<file path="src/btpc_pkg.sv">
// Package: shared types and constants for the barometric compensation block.
package btpc_pkg;

  localparam int unsigned DivSteps = 32;

  localparam logic [1:0] StatusOk     = 2'd0;
  localparam logic [1:0] StatusNoTemp = 2'd1;
  localparam logic [1:0] StatusZeroDiv = 2'd2;

  localparam logic [1:0] RegCalibA = 2'd0;
  localparam logic [1:0] RegCalibB = 2'd1;
  localparam logic [1:0] RegCalibC = 2'd2;
  localparam logic [1:0] RegOss    = 2'd3;

  // datapath micro-operations
  typedef enum logic [4:0] {
    OpNone,
    OpTLoad,    // a = raw - ac6
    OpTMul,     // x1 = (a*ac5) >>> 15
    OpTDen,     // den = x1 + md, num = mc << 11
    OpDivStart,
    OpTFinish,  // b5 = x1 + q, result
    OpPB6,      // b6 = b5 - 4000
    OpPB6Sq,    // b6sq = (b6*b6) >>> 12
    OpPX1,      // t1 = (b2*b6sq) >>> 11
    OpPX2,      // t2 = (ac2*b6) >>> 11
    OpPB3,      // b3
    OpPX1b,     // t1 = (ac3*b6) >>> 13
    OpPX2b,     // t2 = (b1*b6sq) >>> 16
    OpPX3,      // x3 = (t1+t2+2) >>> 2
    OpPB4,      // b4 = (ac4*(x3+32768)) >> 15; divisor setup
    OpPB7,      // b7 = (raw-b3)*(50000>>oss), numerator setup
    OpPQuot,    // p from quotient
    OpPSq,      // t1 = (p>>>8)*(p>>>8)
    OpPX1c,     // t1 = (t1*3038) >>> 16
    OpPX2c,     // t2 = (-7357*p) >>> 16
    OpPFinal    // p += (t1+t2+3791) >>> 4
  } op_t;

  typedef struct packed {
    logic den_zero;
    logic b4_zero;
    logic div_busy;
  } dp_status_t;

endpackage

</file>
<file path="src/baro_temp_pressure_compensation.sv">
// Top level: barometric temperature and pressure compensation.
// Input channel: in_valid/in_stall with func and raw_sample. func 0 carries a
// raw temperature word, func 1 a raw pressure word aligned to 19 bits.
// Output channel: out_valid/out_stall with result_kind, compensated_value
// (0.1 C or Pa) and status_code; one result word per input word.
// Calibration and oversampling are loaded through cfg_we/cfg_index/cfg_data
// while the block is idle; the user must keep to this, the block itself
// does not enforce it. One word is worked at a time. Both word kinds are
// timed by the serial divider plus the steps around the single shared
// 32x32 multiplier. Error words return sooner: for no temperature yet, for a
// temperature zero divisor and for a pressure zero divisor.
// Reset clears calibration, the kept B5 and the temperature-seen flag.
// A stalled result holds its output register; the next word is not taken
// until that register frees up.
module baro_temp_pressure_compensation
  import btpc_pkg::*;
(
  input  logic        clk,
  input  logic        rst,
  input  logic        cfg_we,
  input  logic [1:0]  cfg_index,
  input  logic [63:0] cfg_data,
  input  logic        in_valid,
  output logic        in_stall,
  input  logic        func,
  input  logic [18:0] raw_sample,
  output logic        out_valid,
  input  logic        out_stall,
  output logic        result_kind,
  output logic [31:0] compensated_value,
  output logic [1:0]  status_code
);

  logic [63:0] calib_a, calib_b;
  logic [31:0] calib_c;
  logic [1:0]  oss;
  logic [18:0] raw;
  op_t         op;
  dp_status_t  dstat;
  logic        b5_we;
  logic [31:0] t_value, p_value;

  always_ff @(posedge clk) begin
    if (rst) begin
      calib_a <= 64'd0;
      calib_b <= 64'd0;
      calib_c <= 32'd0;
      oss     <= 2'd0;
    end else if (cfg_we) begin
      case (cfg_index)
        RegCalibA: calib_a <= cfg_data;
        RegCalibB: calib_b <= cfg_data;
        RegCalibC: calib_c <= cfg_data[31:0];
        RegOss:    oss <= cfg_data[1:0];
        default: ;
      endcase
    end
  end

  btpc_datapath u_dp (
    .clk, .rst, .op,
    .calib_group_a(calib_a), .calib_group_b(calib_b), .calib_group_c(calib_c),
    .oversampling(oss), .raw, .b5_we, .t_value, .p_value,
    .status(dstat)
  );

  btpc_ctrl u_ctrl (
    .clk, .rst, .in_valid, .in_stall, .func, .raw_sample, .raw, .op,
    .status(dstat), .t_value, .p_value, .b5_we, .out_valid, .out_stall,
    .result_kind, .compensated_value, .status_code
  );

endmodule

</file>
<file path="src/btpc_datapath.sv">
// Datapath: shared multiplier, serial divider and working registers.
module btpc_datapath
  import btpc_pkg::*;
(
  input  logic        clk,
  input  logic        rst,
  input  op_t         op,
  input  logic [63:0] calib_group_a,
  input  logic [63:0] calib_group_b,
  input  logic [31:0] calib_group_c,
  input  logic [1:0]  oversampling,
  input  logic [18:0] raw,
  input  logic        b5_we,
  output logic [31:0] t_value,
  output logic [31:0] p_value,
  output dp_status_t  status
);

  logic [31:0] a, x1, t1, t2, b6, b6sq, b3, b4, kept;
  logic [31:0] ac1, ac2, ac3, ac4, ac5, ac6, b1, b2, mc, md;
  logic [31:0] mul_a, mul_b, prod;
  logic [31:0] raw32;
  logic [31:0] b5_val;
  // divider
  logic [31:0] dvd, dvs, quo, rem;
  logic [5:0]  cnt;
  logic        neg_q, busy, sgn_mode;
  logic [32:0] trial;

  assign raw32 = {13'd0, raw};
  assign ac1 = {{16{calib_group_a[63]}}, calib_group_a[63:48]};
  assign ac2 = {{16{calib_group_a[47]}}, calib_group_a[47:32]};
  assign ac3 = {{16{calib_group_a[31]}}, calib_group_a[31:16]};
  assign ac4 = {16'd0, calib_group_a[15:0]};
  assign ac5 = {16'd0, calib_group_b[63:48]};
  assign ac6 = {16'd0, calib_group_b[47:32]};
  assign b1  = {{16{calib_group_b[31]}}, calib_group_b[31:16]};
  assign b2  = {{16{calib_group_b[15]}}, calib_group_b[15:0]};
  assign mc  = {{16{calib_group_c[31]}}, calib_group_c[31:16]};
  assign md  = {{16{calib_group_c[15]}}, calib_group_c[15:0]};

  always_comb begin
    mul_a = a;
    mul_b = ac5;
    case (op)
      OpPB6Sq: begin mul_a = b6; mul_b = b6; end
      OpPX1:   begin mul_a = b2; mul_b = b6sq; end
      OpPX2:   begin mul_a = ac2; mul_b = b6; end
      OpPX1b:  begin mul_a = ac3; mul_b = b6; end
      OpPX2b:  begin mul_a = b1; mul_b = b6sq; end
      OpPB4:   begin mul_a = ac4; mul_b = t1 + 32'd32768; end
      OpPB7:   begin mul_a = raw32 - b3; mul_b = 32'd50000 >> oversampling; end
      OpPSq:   begin
        mul_a = 32'($signed(a) >>> 8);
        mul_b = 32'($signed(a) >>> 8);
      end
      OpPX1c:  begin mul_a = t1; mul_b = 32'd3038; end
      OpPX2c:  begin mul_a = 32'hFFFFE343; mul_b = a; end
      default: begin mul_a = a; mul_b = ac5; end
    endcase
  end

  assign prod = mul_a * mul_b;
  assign trial = {rem[31:0], dvd[31]} - {1'b0, dvs};

  assign b5_val  = x1 + quo;
  assign t_value = 32'($signed(b5_val + 32'd8) >>> 4);
  assign p_value = a;
  assign status.den_zero = (dvs == 32'd0);
  assign status.b4_zero  = (b4 == 32'd0);
  assign status.div_busy = busy;

  always_ff @(posedge clk) begin
    if (rst) begin
      busy <= 1'b0;
      kept <= 32'd0;
      cnt  <= 6'd0;
    end else begin
      if (b5_we) kept <= b5_val;
      case (op)
        OpTLoad: a <= raw32 - ac6;
        OpTMul:  x1 <= 32'($signed(prod) >>> 15);
        OpTDen: begin
          // signed divide: work on magnitudes
          dvd <= mc[31] ? -(mc << 11) : (mc << 11);
          dvs <= ((x1 + md) & 32'h8000_0000) != 0 ? -(x1 + md) : (x1 + md);
          neg_q <= mc[31] ^ ((x1 + md) >> 31 != 0);
          sgn_mode <= 1'b1;
        end
        OpDivStart: begin
          busy <= 1'b1;
          cnt  <= 6'(DivSteps);
          rem  <= 32'd0;
          quo  <= 32'd0;
        end
        OpPB6: b6 <= kept - 32'd4000;
        OpPB6Sq: b6sq <= 32'($signed(prod) >>> 12);
        OpPX1: t1 <= 32'($signed(prod) >>> 11);
        OpPX2: t2 <= 32'($signed(prod) >>> 11);
        OpPB3: b3 <= 32'($signed((((ac1 << 2) + t1 + t2) << oversampling) + 32'd2) >>> 2);
        OpPX1b: t1 <= 32'($signed(prod) >>> 13);
        OpPX2b: t2 <= 32'($signed(prod) >>> 16);
        OpPX3: t1 <= 32'($signed(t1 + t2 + 32'd2) >>> 2);
        OpPB4: begin
          b4  <= prod >> 15;
          dvs <= prod >> 15;
          sgn_mode <= 1'b0;
          neg_q <= 1'b0;
        end
        OpPB7: begin
          // b7 < 2^31: divide 2*b7; else divide b7 and double afterward
          a   <= prod;
          dvd <= prod[31] ? prod : (prod << 1);
        end
        OpPQuot: a <= a[31] ? (quo << 1) : quo;
        OpPX1c: t1 <= 32'($signed(prod) >>> 16);
        OpPX2c: t2 <= 32'($signed(prod) >>> 16);
        OpPSq: t1 <= prod;
        OpPFinal: a <= a + 32'($signed(t1 + t2 + 32'd3791) >>> 4);
        default: ;
      endcase
      if (busy) begin
        // restoring divide, one quotient bit a cycle
        dvd <= dvd << 1;
        if (!trial[32]) begin
          rem <= trial[31:0];
          quo <= {quo[30:0], 1'b1};
        end else begin
          rem <= {rem[30:0], dvd[31]};
          quo <= {quo[30:0], 1'b0};
        end
        cnt <= cnt - 6'd1;
        if (cnt == 6'd1) busy <= 1'b0;
      end else if (op == OpTFinish && sgn_mode && neg_q) begin
        quo <= -quo;
      end
    end
  end

endmodule

</file>
<file path="src/btpc_ctrl.sv">
// Controller: sequences the datapath for one word at a time.
module btpc_ctrl
  import btpc_pkg::*;
(
  input  logic        clk,
  input  logic        rst,
  input  logic        in_valid,
  output logic        in_stall,
  input  logic        func,
  input  logic [18:0] raw_sample,
  output logic [18:0] raw,
  output op_t         op,
  input  dp_status_t  status,
  input  logic [31:0] t_value,
  input  logic [31:0] p_value,
  output logic        b5_we,
  output logic        out_valid,
  input  logic        out_stall,
  output logic        result_kind,
  output logic [31:0] compensated_value,
  output logic [1:0]  status_code
);

  typedef enum logic [4:0] {
    Idle, TLoad, TMul, TDen, TDiv, TWait, TSign, TDone,
    PB6, PSq, PX1, PX2, PB3, PX1b, PX2b, PX3, PB4, PB7, PDiv, PWait,
    PQuot, PPsq, PX1c, PX2c, PFin, PDone, Emit
  } state_t;

  state_t state;
  logic   have_t;

  assign in_stall = (state != Idle) || (out_valid && out_stall);

  always_comb begin
    op = OpNone;
    b5_we = 1'b0;
    case (state)
      TLoad: op = OpTLoad;
      TMul:  op = OpTMul;
      TDen:  op = OpTDen;
      TDiv:  op = OpDivStart;
      PDiv:  op = OpDivStart;
      TSign: op = OpTFinish;
      TDone: b5_we = 1'b1;
      PB6:   op = OpPB6;
      PSq:   op = OpPB6Sq;
      PX1:   op = OpPX1;
      PX2:   op = OpPX2;
      PB3:   op = OpPB3;
      PX1b:  op = OpPX1b;
      PX2b:  op = OpPX2b;
      PX3:   op = OpPX3;
      PB4:   op = OpPB4;
      PB7:   op = OpPB7;
      PQuot: op = OpPQuot;
      PPsq:  op = OpPSq;
      PX1c:  op = OpPX1c;
      PX2c:  op = OpPX2c;
      PFin:  op = OpPFinal;
      default: op = OpNone;
    endcase
  end

  always_ff @(posedge clk) begin
    if (rst) begin
      state <= Idle;
      have_t <= 1'b0;
      out_valid <= 1'b0;
    end else begin
      if (out_valid && !out_stall) out_valid <= 1'b0;
      case (state)
        Idle: if (in_valid && !in_stall) begin
          raw <= raw_sample;
          result_kind <= func;
          if (!func) state <= TLoad;
          else if (!have_t) begin
            compensated_value <= 32'd0;
            status_code <= StatusNoTemp;
            state <= Emit;
          end else state <= PB6;
        end
        TLoad: state <= TMul;
        TMul:  state <= TDen;
        TDen:  state <= TWait;
        TWait: if (status.den_zero) begin
          compensated_value <= 32'd0;
          status_code <= StatusZeroDiv;
          state <= Emit;
        end else state <= TDiv;
        TDiv:  state <= TSign;
        TSign: if (!status.div_busy) state <= TDone;
        TDone: begin
          have_t <= 1'b1;
          compensated_value <= t_value;
          status_code <= StatusOk;
          state <= Emit;
        end
        PB6: state <= PSq;
        PSq: state <= PX1;
        PX1: state <= PX2;
        PX2: state <= PB3;
        PB3: state <= PX1b;
        PX1b: state <= PX2b;
        PX2b: state <= PX3;
        PX3: state <= PB4;
        PB4: state <= PB7;
        PB7: if (status.b4_zero) begin
          compensated_value <= 32'd0;
          status_code <= StatusZeroDiv;
          state <= Emit;
        end else state <= PDiv;
        PDiv: state <= PWait;
        PWait: if (!status.div_busy) state <= PQuot;
        PQuot: state <= PPsq;
        PPsq: state <= PX1c;
        PX1c: state <= PX2c;
        PX2c: state <= PFin;
        PFin: state <= PDone;
        PDone: begin
          compensated_value <= p_value;
          status_code <= StatusOk;
          state <= Emit;
        end
        Emit: if (!out_valid || !out_stall) begin
          out_valid <= 1'b1;
          state <= Idle;
        end
        default: state <= Idle;
      endcase
    end
  end

endmodule
</file>
<file path="config.mk">
export PLATFORM = sky130hd
export DESIGN_NAME = baro_temp_pressure_compensation
export DESIGN_NICKNAME = d
export VERILOG_FILES = /design/src/btpc_pkg.sv /design/src/baro_temp_pressure_compensation.sv /design/src/btpc_datapath.sv /design/src/btpc_ctrl.sv
export SDC_FILE = /design/constraint.sdc
export NUM_CORES = 2
export LEC_CHECK = 0
export BUFFER_PORTS_ARGS = -buffer_cell sky130_fd_sc_hd__buf_2
export CAP_MARGIN = 40
export CORE_UTILIZATION = 55
export CTS_CLUSTER_SIZE = 20
export DETAILED_ROUTE_END_ITERATION = 8
export GPL_ROUTABILITY_DRIVEN = 1
export HOLD_SLACK_MARGIN = 0.05
export PLACE_DENSITY = 0.73
export SYNTH_ARGS = -nofsm -noshare
export SYNTH_HDL_FRONTEND = slang
export SYNTH_SLANG_ARGS = --single-unit
</file>
<file path="constraint.sdc">
create_clock -name clk -period 25.1 [get_ports clk]
set_clock_uncertainty 0.2 [all_clocks]
set_input_delay 2.51 -clock clk [delete_from_list [all_inputs] [get_ports clk]]
set_output_delay 2.51 -clock clk [all_outputs]
set_load 0.02 [all_outputs]
</file>
After elaboration in Yosys (flattened, before gate mapping):

Cells that the tools add are included.

* register bits: 604

* $add $sub $neg: 19
* equality and inequality tests: 58
* bitwise logic cells: 2
* shifts and indexed selects: 2
* muxes and demuxes: 51
* reduce and logical (&&, ||, !) cells: 49
* $mul: 1

Operator list (number)
* $mux 32: 15
* $pmux 32 s10: 1
* $pmux 32 s5: 2
* $pmux 32 s7: 1
* $pmux 32 s2: 3
* $add 32x32->32: 5
* $pmux 5 s26: 1
* $pmux 32 s4: 1
* $pmux 5 s20: 1
* $neg 32->32: 3
* $eq 5x4->1 const B: 16
* $eq 5x5->1 const B: 16
* $add 32x2->32 const B: 2
* $logic_not 32->1: 2
* $eq 5x3->1 const B: 8
* $mux 5: 7
* $sub 33x32->33: 1
* $add 32x12->32 const B: 1
* $add 32x16->32 const B: 1
* $add 32x4->32 const B: 1
* $mul 32x32->32: 1
* $reduce_and 2->1: 16
* $shl 32x2->32: 1
* $shr 16x2->32 const A: 1
* 34 further kinds: 75

Depth between registers and ports, before layout:

* depth after elaboration: 10
* gate-level depth with buffers: 46
* gate-level depth less buffers: 42

Hierarchy:

Synthesis repeated with hierarchy kept, for this count alone.

* cells, all modules: 6452
* area total of the unflattened synthesis: 58576.2 um^2

Modules (own cells, without submodules)
* btpc_datapath: area an instance 49183.4 um^2, times used 1, cells an instance 5636
* baro_temp_pressure_compensation: area an instance 6562.5 um^2, times used 1, cells an instance 599
* btpc_ctrl: area an instance 2830.2 um^2, times used 1, cells an instance 217

Least setup slack after synthesis:

OpenSTA, ideal clock, no wires.

* path kind: reg-to-reg
* start: reg u_ctrl.state[2]
* end: reg u_dp.dvd[19] (data pin)
* cell stages (with the launch flop): 40
* setup time: 0.270 ns
* slack: 14.303 ns
* arrival: 10.327 ns
* path through: dfxtp_1 -> buf_2 -> and2_1 -> buf_2 -> nor2_1 -> buf_2 -> buf_1 -> buf_1 -> a22oi_1 -> nand2_1 -> a2111oi_0 -> clkbuf_1 -> nor2_1 -> fa_1 -> fa_1 -> fa_1 -> inv_1 -> fa_1 -> (+4 left out) -> inv_1 -> fa_1 -> inv_1 -> ha_1 -> o21a_1 -> o21ai_0 -> nor3_1 -> a21oi_1 -> a21oi_1 -> a21oi_1 -> o31ai_1 -> xnor3_1 -> xnor2_1 -> xnor2_1 -> xor2_2 -> mux2_1 -> a211oi_1 -> a21oi_1

* cells in the longest elaborated chain, start to end: 10
* elaborated cells between the ends (all ways): 42
* classes of those cells: mul (1); eq/ne (32); mux (6); reduce/logical (3)

RTL lines
* start: declaration: line btpc_ctrl.sv:30 `state_t state;`
* start signal: assignment: line btpc_ctrl.sv:67 `state <= Idle;`
* start signal: assignment: line btpc_ctrl.sv:76 `if (!func) state <= TLoad;`
* start signal: assignment: line btpc_ctrl.sv:80 `state <= Emit;`
* $eq 5x3->1 / $eq 5x5->1 (equally long branches): line btpc_ctrl.sv:38 `case (state)`
* $reduce_or 2->1 (no source line)
* $pmux 5 s20 *: line btpc_ctrl.sv:38
* $eq 5x4->1 / $eq 5x3->1 (equally long branches): line btpc_datapath.sv:45 `case (op)`
* $reduce_or 3->1 (no source line) / $reduce_or 2->1 (equally long branches)
* $pmux 32 s7: line btpc_datapath.sv:45
* $mul 32x32->32: line btpc_datapath.sv:63 `assign prod = mul_a * mul_b;`
* $mux 32: line btpc_datapath.sv:113 `dvd <= prod[31] ? prod : (prod << 1);`
* $pmux 32 s2 *: line btpc_datapath.sv:80 `case (op)`
* $mux 32 *: line btpc_datapath.sv:122 `if (busy) begin`
* end signal: assignment: line btpc_datapath.sv:85 `dvd <= mc[31] ? -(mc << 11) : (mc << 11);`
* end signal: assignment: line btpc_datapath.sv:113
* end signal: assignment: line btpc_datapath.sv:124 `dvd <= dvd << 1;`
* end: declaration: line btpc_datapath.sv:25 `logic [31:0] dvd, dvs, quo, rem;`

Every way passes the cells marked *; elsewhere a longest branch is shown, timed or not.
A chain may end at the register's enable or synchronous reset.

Worst setup path after layout:

* start: reg u_ctrl.state[3]
* end: reg u_dp.dvd[19] (data pin)

The elaborated chain is that of the path after synthesis.

==> results_dict.tcl <==
set metrics [dict create \
    status "finished, final reports clean" \
    grt_remaining_overflow 0 \
    synth-edff-count 385 \
    async_reset_ff_share_pct 0 \
    synth_cells 6731 \
    seq_area_frac_synth_pct 27.2 \
    routabilityCongestion 1.07 \
    required_ns 25.30 \
    drc 0 \
    avgSynthCellArea_um2 8.60 \
    via_count 53509 \
    cap_violations 0 \
    clock_sinks 593 \
    cts_tree "yes" \
    h-tree-depth 3 \
    area_growth_pct 9.67 \
    clk_pin_slew_worst_paths_ns 0.07 \
    clk_latency_ns 0.69 \
    multi_input_area_um2 38800 \
    routed_wl_um 241000 \
    path_class "flop to flop" \
    antenna_found_initial 16 \
    ctsHoldBuffers 0 \
    setup-violations-final 0 \
    crit_slowest_cell "xnor2_1" \
    layout_common_cells "nand2_1 (991), inv_1 (690), nor2_1 (600)" \
    hold_violations 0 \
    design.core.area_um2 104000 \
    synth_cell_type_count 104 \
    grt_max_degree 85 \
    arrival_ns 13.86 \
    avgViaCountPerCell 6.47 \
    cts_resized 0 \
    fmaxAchievable_mhz 73.2 \
    nNetsFinal 7702 \
    synth-seq-cells 593 \
    fin_util_pct 61.1 \
    die-area_um2 107000 \
    ioPinCount 128 \
    fin_setup_tns_ns 0 \
    ant_nets 0 \
    synth_warnings 0 \
    drive_above_1_share_pct 8.10 \
    critPathMaxFanout 43 \
    drv_slew 0 \
    period_needed_ns 13.67 \
    track_usage_pct 44.8 \
    regArea_um2 15700 \
    hp-class "flop to flop" \
    cts_setup_buffers 0 \
    worstMarginPinSlew_ns 1.19 \
    cp_slowest_stage_delay_ns 0.68 \
    cts-root-buf "clkbuf_16" \
    start_util_pct 55.7 \
    die_h_um 326 \
    layout_commonest_cell "nand2_1" \
    die-width_um 326 \
    fillerInstances 9146 \
    numCtsBuffers 71 \
    rows 118 \
    rsz0062_at_grt "false" \
    synth_ff_type "edfxtp_1" \
    relSlewSlack_pct 20.8 \
    grt_pass1_vias 50653 \
    worstSetupEndpointType "flop" \
    wl_per_cell_um 29.1 \
    numPortBuffers 127 \
    grt_pass1_wl_um 346000 \
    drt_iter0_markers 6821 \
    dp_hpwl_um 187000 \
    fin_crit_sh_pct 54.5 \
    clock_path_buffers 3 \
    syn_area_um2 57900 \
    start_kind "flop" \
    drtPass1Iterations 6 \
]
-- synth_stat cells (33+ instances only) --
master	n	area (um2)
nand2_1	992	3720
inv_1	690	2590
nor2_1	611	2290
a21oi_1	484	2420
fa_1	445	8910
edfxtp_1	385	11600
ha_1	347	4340
o21ai_0	258	1290
xnor2_1	257	2250
clkbuf_1	246	923
dfxtp_1	208	4160
nor3_1	144	721
xor2_1	142	1240
nand3_1	123	616
a21o_1	95	713
mux2i_1	94	941
nand2b_1	76	475
a211oi_1	62	465
and2_1	62	388
and3_1	54	338
a22oi_1	53	398
nor2b_1	49	307
nor4_1	47	294
or3_1	43	269
o22ai_1	42	263
a221oi_1	40	350
nand4_1	39	244
o211ai_1	39	293
o21a_1	39	293
a31oi_1	33	206
-- through the flow --
step / setup WS (ns) / cell area (um2) / cells / hold WS (ns)
2_1_floorplan: 14.30 / 57900 / 6745 / 0.208
3_3_place_gp: 12.00 / 60600 / 8094 / 0.211
3_5_place_dp: 11.86 / 61000 / 8124 / 0.218
4_1_cts: 11.78 / 63400 / 8256 / 0.232
5_1_grt: 11.19 / 63400 / 8258 / 0.235
6_report: 11.43 / 63500 / 8273 / 0.231
-- area by class of cell --
class,count,share of cell area (%)
antenna,15,0.0591
clock buffer,105,3.36
clock inverter,27,0.465
inverter,696,4.12
multi-input combinational,5153,61.1
sequential,593,24.8
tap,1380,2.72
timing repair buffer,304,3.41
-- sequential cells by signal, indices dropped and copies added, names as in the netlist, 5 cells and up --
register / cells
u_dp.p_value: 32
u_dp.x1: 17
u_dp.cnt: 6
u_dp.t1: 32
u_dp.rem: 32
u_dp.b6sq: 20
calib_b: 64
u_dp.b4: 17
calib_c: 32
u_dp.dvs: 32
u_dp.dvd: 32
u_ctrl.raw: 19
u_ctrl.compensated_value: 32
calib_a: 64
u_dp.b6: 32
u_ctrl.state: 5
u_dp.b3: 30
u_dp.t2: 21
u_dp.kept: 32
u_dp.quo: 32
-- logic make-up (layout without fill, tap and decap cells) --
group	after synthesis	count (layout)	share of synthesized area (%)
other	1	30	0.00648
adders and majority gates	792	792	22.9
and+or+nand+nor	2352	2352	18.3
buffers and inverters	999	1132	6.59
xor gates and xnor gates	411	411	6.52
DFF	593	593	27.2
muxes	115	115	2.15
AOI/OAI and AO/OA	1468	1468	16.4
-- per-layer routing --
metal	track usage (%)	up-vias	part of all wire, %
met5	0	-	0.036
met4	31.8	12	8.6
met3	12.5	825	12
met2	65.1	3409	42
met1	57.4	25969	37
li1	-	23294	-
-- final timing paths --
check | cells past startpoint | startpoint | end | slack, ns
max | 42 | u_ctrl.state[3] | u_dp.dvd[19] | 11.43
min | 0 | u_dp.kept[4] | u_dp.b6[4] | 0.23
max reg2reg | 42 | u_ctrl.state[3] | u_dp.dvd[19] | 11.43
min reg2reg | 0 | u_dp.kept[4] | u_dp.b6[4] | 0.23
-- critical path, delay by kind of cell (launching register included) --
kind | cells | cell delay [ns]
AOI/OAI and AO/OA | 11 | 2.99
muxes | 1 | 0.38
DFF | 1 | 0.58
adders and majority gates | 9 | 3.79
and+or+nand+nor | 7 | 1.56
xor gates and xnor gates | 4 | 1.99
buffers and inverters | 10 | 1.83
Power is left out: the tool's default activity adds up to more than one toggle a clock period on the data nets, which glitch-free logic cannot reach.
